===== config.mk =====
export PLATFORM = sky130hd
export DESIGN_NAME = prc_cordic_stage
export DESIGN_NICKNAME = d
export VERILOG_FILES = /design/src/design/prc_pkg.sv /design/src/design/prc_cordic_stage.sv
export SDC_FILE = /design/constraint.sdc
export NUM_CORES = 1
export LEC_CHECK = 0
export BUFFER_PORTS_ARGS = -buffer_cell sky130_fd_sc_hd__buf_2
export CORE_MARGIN = 4
export CORE_UTILIZATION = 58
export CTS_CLUSTER_SIZE = 25
export DETAILED_ROUTE_END_ITERATION = 7
export PLACE_DENSITY = 0.84
export SLEW_MARGIN = 20
export SYNTH_ARGS = -nofsm -noshare
export SYNTH_HDL_FRONTEND = slang
export SYNTH_SLANG_ARGS = --single-unit

===== constraint.sdc =====
create_clock -name clk_i -period 0.85 [get_ports clk_i]
set_input_delay 0 -clock clk_i [delete_from_list [all_inputs] [get_ports clk_i]]
set_output_delay 0 -clock clk_i [all_outputs]
set_load 0.02 [all_outputs]

===== src/design/prc_pkg.sv =====
// ----------------------------------------------------------------------------
// prc_pkg
// Shared constants, types and the arctangent table for the polar and
// rectangular conversion pipeline.
// ----------------------------------------------------------------------------
package prc_pkg;

  localparam int unsigned DATA_WIDTH = 16;
  localparam int unsigned ITERATIONS = 16;
  localparam int unsigned GUARD      = 8;
  localparam int unsigned XW         = DATA_WIDTH + GUARD + 3;
  localparam int unsigned ZW         = 32;
  localparam int unsigned RES_W      = DATA_WIDTH + 1;
  localparam int unsigned SHIFT_W    = (ITERATIONS > 1) ? $clog2(ITERATIONS) : 1;
  localparam int unsigned GAIN_W     = 32;
  localparam int unsigned PROD_W     = XW + GAIN_W;

  localparam logic [ZW-1:0] HALF_TURN    = 32'h8000_0000;
  localparam logic [ZW-1:0] QUARTER_TURN = 32'h4000_0000;

  localparam logic signed [GAIN_W-1:0] INV_GAIN_Q31 = 32'sd1304065748;

  typedef enum logic {
    OP_TO_POLAR = 1'b0,
    OP_TO_RECT  = 1'b1
  } opcode_e;

  typedef struct packed {
    opcode_e                mode;
    logic                   zero;
    logic signed [XW-1:0]   x;
    logic signed [XW-1:0]   y;
    logic        [ZW-1:0]   z;
  } cordic_t;

  function automatic logic [ZW-1:0] atan_turns(input logic [4:0] idx);
    logic [ZW-1:0] v;
    case (idx)
      5'd0:  v = 32'd536870912;
      5'd1:  v = 32'd316933406;
      5'd2:  v = 32'd167458907;
      5'd3:  v = 32'd85004756;
      5'd4:  v = 32'd42667331;
      5'd5:  v = 32'd21354465;
      5'd6:  v = 32'd10679838;
      5'd7:  v = 32'd5340245;
      5'd8:  v = 32'd2670163;
      5'd9:  v = 32'd1335087;
      5'd10: v = 32'd667544;
      5'd11: v = 32'd333772;
      5'd12: v = 32'd166886;
      5'd13: v = 32'd83443;
      5'd14: v = 32'd41722;
      5'd15: v = 32'd20861;
      5'd16: v = 32'd10430;
      5'd17: v = 32'd5215;
      5'd18: v = 32'd2608;
      5'd19: v = 32'd1304;
      5'd20: v = 32'd652;
      5'd21: v = 32'd326;
      5'd22: v = 32'd163;
      5'd23: v = 32'd81;
      5'd24: v = 32'd41;
      5'd25: v = 32'd20;
      5'd26: v = 32'd10;
      5'd27: v = 32'd5;
      5'd28: v = 32'd3;
      5'd29: v = 32'd1;
      5'd30: v = 32'd1;
      default: v = '0;
    endcase
    return v;
  endfunction

endpackage


===== src/design/prc_cordic_stage.sv =====
// ----------------------------------------------------------------------------
// prc_cordic_stage
// One registered CORDIC micro-rotation, in vectoring or rotation mode as the
// item carries it.
// ----------------------------------------------------------------------------
module prc_cordic_stage (
  input  logic                        clk_i,
  input  logic                        rst_ni,
  input  logic                        en_i,
  input  logic [prc_pkg::SHIFT_W-1:0] shift_i,
  input  logic [prc_pkg::ZW-1:0]      atan_i,
  input  logic                        valid_i,
  input  prc_pkg::cordic_t            data_i,
  output logic                        valid_o,
  output prc_pkg::cordic_t            data_o
);

  logic signed [prc_pkg::XW-1:0] x_in;
  logic signed [prc_pkg::XW-1:0] y_in;
  logic signed [prc_pkg::XW-1:0] sx;
  logic signed [prc_pkg::XW-1:0] sy;
  logic                          add_x;
  prc_pkg::cordic_t              data_d;
  prc_pkg::cordic_t              data_q;
  logic                          valid_q;

  always_comb begin
    x_in  = data_i.x;
    y_in  = data_i.y;
    sx    = x_in >>> shift_i;
    sy    = y_in >>> shift_i;
    if (data_i.mode == prc_pkg::OP_TO_POLAR) begin
      add_x = !y_in[prc_pkg::XW-1];
    end else begin
      add_x = data_i.z[prc_pkg::ZW-1];
    end
    data_d = data_i;
    if (add_x) begin
      data_d.x = x_in + sy;
      data_d.y = y_in - sx;
      data_d.z = data_i.z + atan_i;
    end else begin
      data_d.x = x_in - sy;
      data_d.y = y_in + sx;
      data_d.z = data_i.z - atan_i;
    end
  end

  always_ff @(posedge clk_i or negedge rst_ni) begin
    if (!rst_ni) begin
      valid_q <= 1'b0;
    end else if (en_i) begin
      valid_q <= valid_i;
    end
  end

  always_ff @(posedge clk_i) begin
    if (en_i) begin
      data_q <= data_d;
    end
  end

  assign valid_o = valid_q;
  assign data_o  = data_q;

endmodule


==> impl_metrics.json, run 1 <==
{
  "dp.cells": 2229,
  "ys.flop_type": "edfxtp_1",
  "synth_top_area_cell": "edfxtp_1",
  "yosysWarnings": 0,
  "grt_start_max_net_pins": 35,
  "cts_buffer_depth": 2,
  "gp_congestion": 1.05,
  "port_buffers": 216,
  "yosysTopAreaCellShare_pct": 22.9,
  "die_h_um": 149,
  "rows": 51,
  "cts_buffers": 9,
  "dp.final_hpwl_mm": 39.9,
  "synth_seq_area_share_pct": 23.1,
  "root_buffer": "clkbuf_16",
  "failing_step": "5_1_grt",
  "status": "aborted with a tool error",
  "synth_edf_count": 88,
  "grt_usage_pct": 85.9,
  "synth_area_per_cell_um2": 9.11,
  "cts_sinks": 89,
  "die_w_um": 149,
  "grt_pass1_wl_mm": 149,
  "netlist_area_um2": 11500,
  "h-tree-depth": 3,
  "stop_error": "[ERROR GRT-0116] Global routing finished with congestion. Check the congestion regions in the DRC Viewer.",
  "overflow": 454,
  "synth.distinct_cells": 83,
  "pre_cts_ws_ps": -3840,
  "synth_nets": 1488,
  "async_flop_share_pct": 1.12,
  "netlist_instances": 1267,
  "synth.area.top_cells": "edfxtp_1 23%, ha_1 9.8%, mux4_2 8.2%, xnor2_1 7.8%, a21oi_1 4.7%",
  "grt_pass1_vias": 22000,
  "pin_count": 217,
  "synth-seq-cells": 89,
  "start_util_pct": 59.1
}
[cell families after synthesis]
| kind of cell | share of synthesized area [%] |
|---|---|
| AOI/OAI and AO/OA | 20.7 |
| xor gates and xnor gates | 11.2 |
| adders and majority gates | 10.3 |
| buffers and inverters | 3.61 |
| DFF | 23.1 |
| muxes | 16.3 |
| and+or+nand+nor | 14.8 |
[synthesized netlist by cell type, types with 4 or more instances]
| cell type | count |
|---|---|
| a211oi_1 | 23 |
| a31oi_1 | 14 |
| and3_1 | 15 |
| nor4_1 | 7 |
| o21a_1 | 25 |
| nor2_1 | 94 |
| nand3_1 | 24 |
| mux2i_1 | 53 |
| or3_1 | 9 |
| o21bai_1 | 7 |
| o22ai_1 | 8 |
| mux2_2 | 27 |
| clkbuf_1 | 19 |
| nand4_1 | 11 |
| ha_1 | 90 |
| a221oi_1 | 5 |
| buf_1 | 7 |
| and2_1 | 7 |
| a21oi_1 | 109 |
| nor2b_1 | 16 |
| edfxtp_1 | 88 |
| o31ai_1 | 14 |
| o211ai_1 | 10 |
| a222oi_1 | 7 |
| a21o_1 | 30 |
| nor3_1 | 24 |
| o41ai_1 | 4 |
| buf_4 | 7 |
| buf_6 | 6 |
| nand2b_1 | 17 |
| inv_1 | 35 |
| o21ai_0 | 67 |
| a21boi_0 | 5 |
| nand2_1 | 107 |
| mux4_2 | 42 |
| xnor2_1 | 103 |
| xor2_1 | 45 |
| buf_2 | 12 |
[what timing repair did]
item | 4_1_cts
hold endpoints to repair | 5
setup buffers | 61
hold buffers | 5
resized for setup | 206
pin swaps | 128
cloned | 4
setup endpoints to repair | 174
[layer usage]
| metal | GRT usage, % | overflow |
|---|---|---|
| met1 | 81.5 | 10 |
| met2 | 101 | 255 |
| met3 | 74.7 | 13 |
| met4 | 92.1 | 176 |
| met5 | 39.8 | 0 |
[stage by stage]
| stage | hold slack, ps | utilization [%] | TNS (ps) | cell area, um2 |
|---|---|---|---|---|
| 4_1_cts | -65.2 | 97.9 | -189030 | 19100 |
| 3_5_place_dp | -224 | 88.5 | -225860 | 17300 |
| 3_3_place_gp | -225 | 88.5 | -208420 | 17300 |
| 2_1_floorplan | -296 | - | -182530 | 12200 |
==> run 2, diff against run 1 <==
--- a/config.mk
+++ b/config.mk
@@ -7,10 +7,9 @@
 export LEC_CHECK = 0
 export BUFFER_PORTS_ARGS = -buffer_cell sky130_fd_sc_hd__buf_2
 export CORE_MARGIN = 4
-export CORE_UTILIZATION = 58
-export CTS_CLUSTER_SIZE = 25
+export CORE_UTILIZATION = 40
 export DETAILED_ROUTE_END_ITERATION = 7
-export PLACE_DENSITY = 0.84
+export PLACE_DENSITY_LB_ADDON = 0.15
 export SLEW_MARGIN = 20
 export SYNTH_ARGS = -nofsm -noshare
 export SYNTH_HDL_FRONTEND = slang
==> impl_metrics.json, run 2 <==
{
  "finalHoldWorstSlack_ps": -37.3,
  "fillers": 2177,
  "rows": 61,
  "root_buffer": "clkbuf_16",
  "violations": "hold timing, setup timing",
  "drive_gt1_share_pct": 57.1,
  "grt_usage_pct": 26.8,
  "grt_pass1_wl_mm": 68.1,
  "cts_sinks": 89,
  "layout_setup_ws_ps": -3080,
  "synth.distinct_cells": 83,
  "antenna_found_initial": 2,
  "finalNonFillerCells": 2427,
  "hold_violations": 1,
  "mostFrequentLayoutCells": "540 x buf_4, 150 x buf_2, 101 x buf_6, 97 x xnor2_1, 89 x nand2_1",
  "synth_area_per_cell_um2": 9.11,
  "die_w_um": 178,
  "endpoint_kind": "flop",
  "synth_seq_area_share_pct": 23.1,
  "cts_buffer_depth": 2,
  "postCtsHoldBufs": 5,
  "ant_nets": 0,
  "path_class": "in -> reg",
  "grt_start_max_net_pins": 49,
  "synth_mux_area_share_pct": 16.3,
  "yosysMostFrequentCell": "a21oi_1",
  "vias": 13300,
  "nets": 2263,
  "dr.pass1.iters": 5,
  "synth_xor_area_share_pct": 11.2,
  "worst_pin_slew_ps": 690,
  "finClkSkew_ps": 0,
  "route.detailed.drc": 0,
  "setup.worst_path.start_class": "primary input",
  "fmax_ghz": 0.255,
  "grt_pass1_vias": 13200,
  "yosysTopAreaCellShare_pct": 22.9,
  "pre_cts_ws_ps": -3590,
  "area_growth_pct": 73.2,
  "ir_drop_v": 0.00101,
  "timing.setup.tns_ps": -183660,
  "cts_tree": "done",
  "pin_count": 217,
  "die_area_um2": 31600,
  "synth_fa_ha_area_share_pct": 10.3,
  "synth_compound_gate_area_share_pct": 20.7,
  "ys.flop_type": "edfxtp_1",
  "synth_nets": 1488,
  "wire_per_inst_um": 18.5,
  "post-route-period-util_pct": 462,
  "port_buffers": 216,
  "max_slew_margin_pct": 53.6,
  "synth.area.top_cells": "edfxtp_1 23%, ha_1 9.8%, mux4_2 8.2%, xnor2_1 7.8%, a21oi_1 4.7%",
  "synth_top_family_by_area": "compound AO/OA/AOI/OAI gates",
  "die_h_um": 178,
  "rsz0062_at_grt": "true",
  "yosys.area_share.simple_pct": 14.8,
  "largest_reg_flops": 88,
  "netlist_area_um2": 11500,
  "status": "finished with violations",
  "crit_arrival_ps": 4040,
  "routed_via_density": 5.49,
  "dp.final_hpwl_mm": 34.4,
  "cellPowerDensity_nw_per_um2": 1720,
  "setup_viol": 174,
  "netlist_instances": 1267,
  "clk_latency_ps": 360,
  "drt_first_iter_violations": 807,
  "synth_edf_count": 88,
  "layout_commonest_cell": "buf_4",
  "async_flop_share_pct": 1.12,
  "p_leak_nw": 8.98,
  "coreArea_um2": 28100,
  "h-tree-depth": 3,
  "drv_cap": 0,
  "min_path_type": "in -> reg",
  "clkTransAtPathRegs_ps": 80,
  "cts_buffers": 9,
  "dp.cells": 2315,
  "start_util_pct": 41.1,
  "totalWireLength_mm": 45.0,
  "slew_violations": 0,
  "synth_top_area_cell": "edfxtp_1",
  "register_area_um2": 2670,
  "gp_congestion": 0.972,
  "fin_crit_ps": 3930,
  "cp_max_fo": 6,
  "cp.required_ps": 970,
  "synthTopCellsByCount": "109 x a21oi_1, 107 x nand2_1, 103 x xnor2_1",
  "yosysWarnings": 0,
  "overflow": 0,
  "synth-seq-cells": 89,
  "multi_input_area_um2": 10000
}
## run 2: cell counts after synthesis
Identical to the previous run, type by type.
## run 2: path summary, 6_finish.rpt
kind | start | to | slack [ps] | cells after the start
max | shift_i[3] | data_o[57] | -3080 | 25
max reg2reg | valid_o | valid_o | 70 | 1
min reg2reg | valid_o | valid_o | 570 | 1
min | data_i[0] | data_o[0] | -40 | 2
max in group asynchronous | rst_ni | valid_o | 260 | 3
min in group asynchronous | rst_ni | valid_o | 490 | 3
## run 2: area by class of cell
| class | count | area share [%] |
|---|---|---|
| inverters | 37 | 0.708 |
| clock buffers | 10 | 1.20 |
| well taps | 378 | 2.37 |
| multi-input cells | 1090 | 50.0 |
| flip-flops and latches | 89 | 13.4 |
| diodes | 2 | 0.0251 |
| clock inverters | 6 | 0.288 |
| repair buffers | 815 | 32.0 |
## run 2: what timing repair did
item | 4_1_cts | 5_1_grt
cloned | 2 | 2
setup endpoints to repair | 174 | 174
setup buffers | 43 | 46
pin swaps | 92 | 105
gates resized for setup | 150 | 255
hold endpoints to repair | 5 | 1
## run 2: power breakdown
part | switching [W] | internal (W)
Combinational | 0.0111 | 0.0120
Sequential | 0.000460 | 0.00662
Clock | 0.00209 | 0.00215
## run 2: layer usage
layer  vias to the layer above  global-route usage [%]  wire, um
li1                       6363                       -         -
met5                         -                       0         7
met1                      6457                    34.5     18700
met3                        63                    3.43      2570
met2                       431                    48.0     22900
met4                         2                    5.93       857
## run 2: cells by family after synthesis
| logic type | after synthesis |
|---|---|
| muxes | 127 |
| AOI/OAI and AO/OA | 367 |
| and+or+nand+nor | 355 |
| adders and majority gates | 93 |
| xor gates and xnor gates | 148 |
| DFF | 89 |
| buffers and inverters | 88 |
## run 2: worst max-delay path: stages
cell,delay [ps]
buf_12,110
buf_12,140
buf_16,140
mux2i_2,150
mux2_4,290
o21a_1,210
nand2_1,80
o21ai_2,80
ha_4,180
nand4_1,100
nand2_2,100
buf_6,140
a21oi_4,190
nor2_2,50
xor2_1,160
ha_1,350
a21oi_4,90
buf_6,130
a221oi_4,270
o211ai_1,170
o211a_1,190
o21a_1,220
o211ai_1,220
o211ai_1,150
xnor2_1,150
## run 2: metrics by stage
step,area [um2],power (W),hold WS (ps),utilization (%)
after floorplan,12200,0.0180,-296,-
after global placement,17200,0.0256,-226,61.4
after detailed placement,17200,0.0258,-223,61.4
after CTS,18600,0.0315,-82.2,66.1
after global routing,20000,0.0365,-40.9,71.1
final,20000,0.0343,-37.3,71.1
Note: power is estimated with default switching activity, not from simulation.
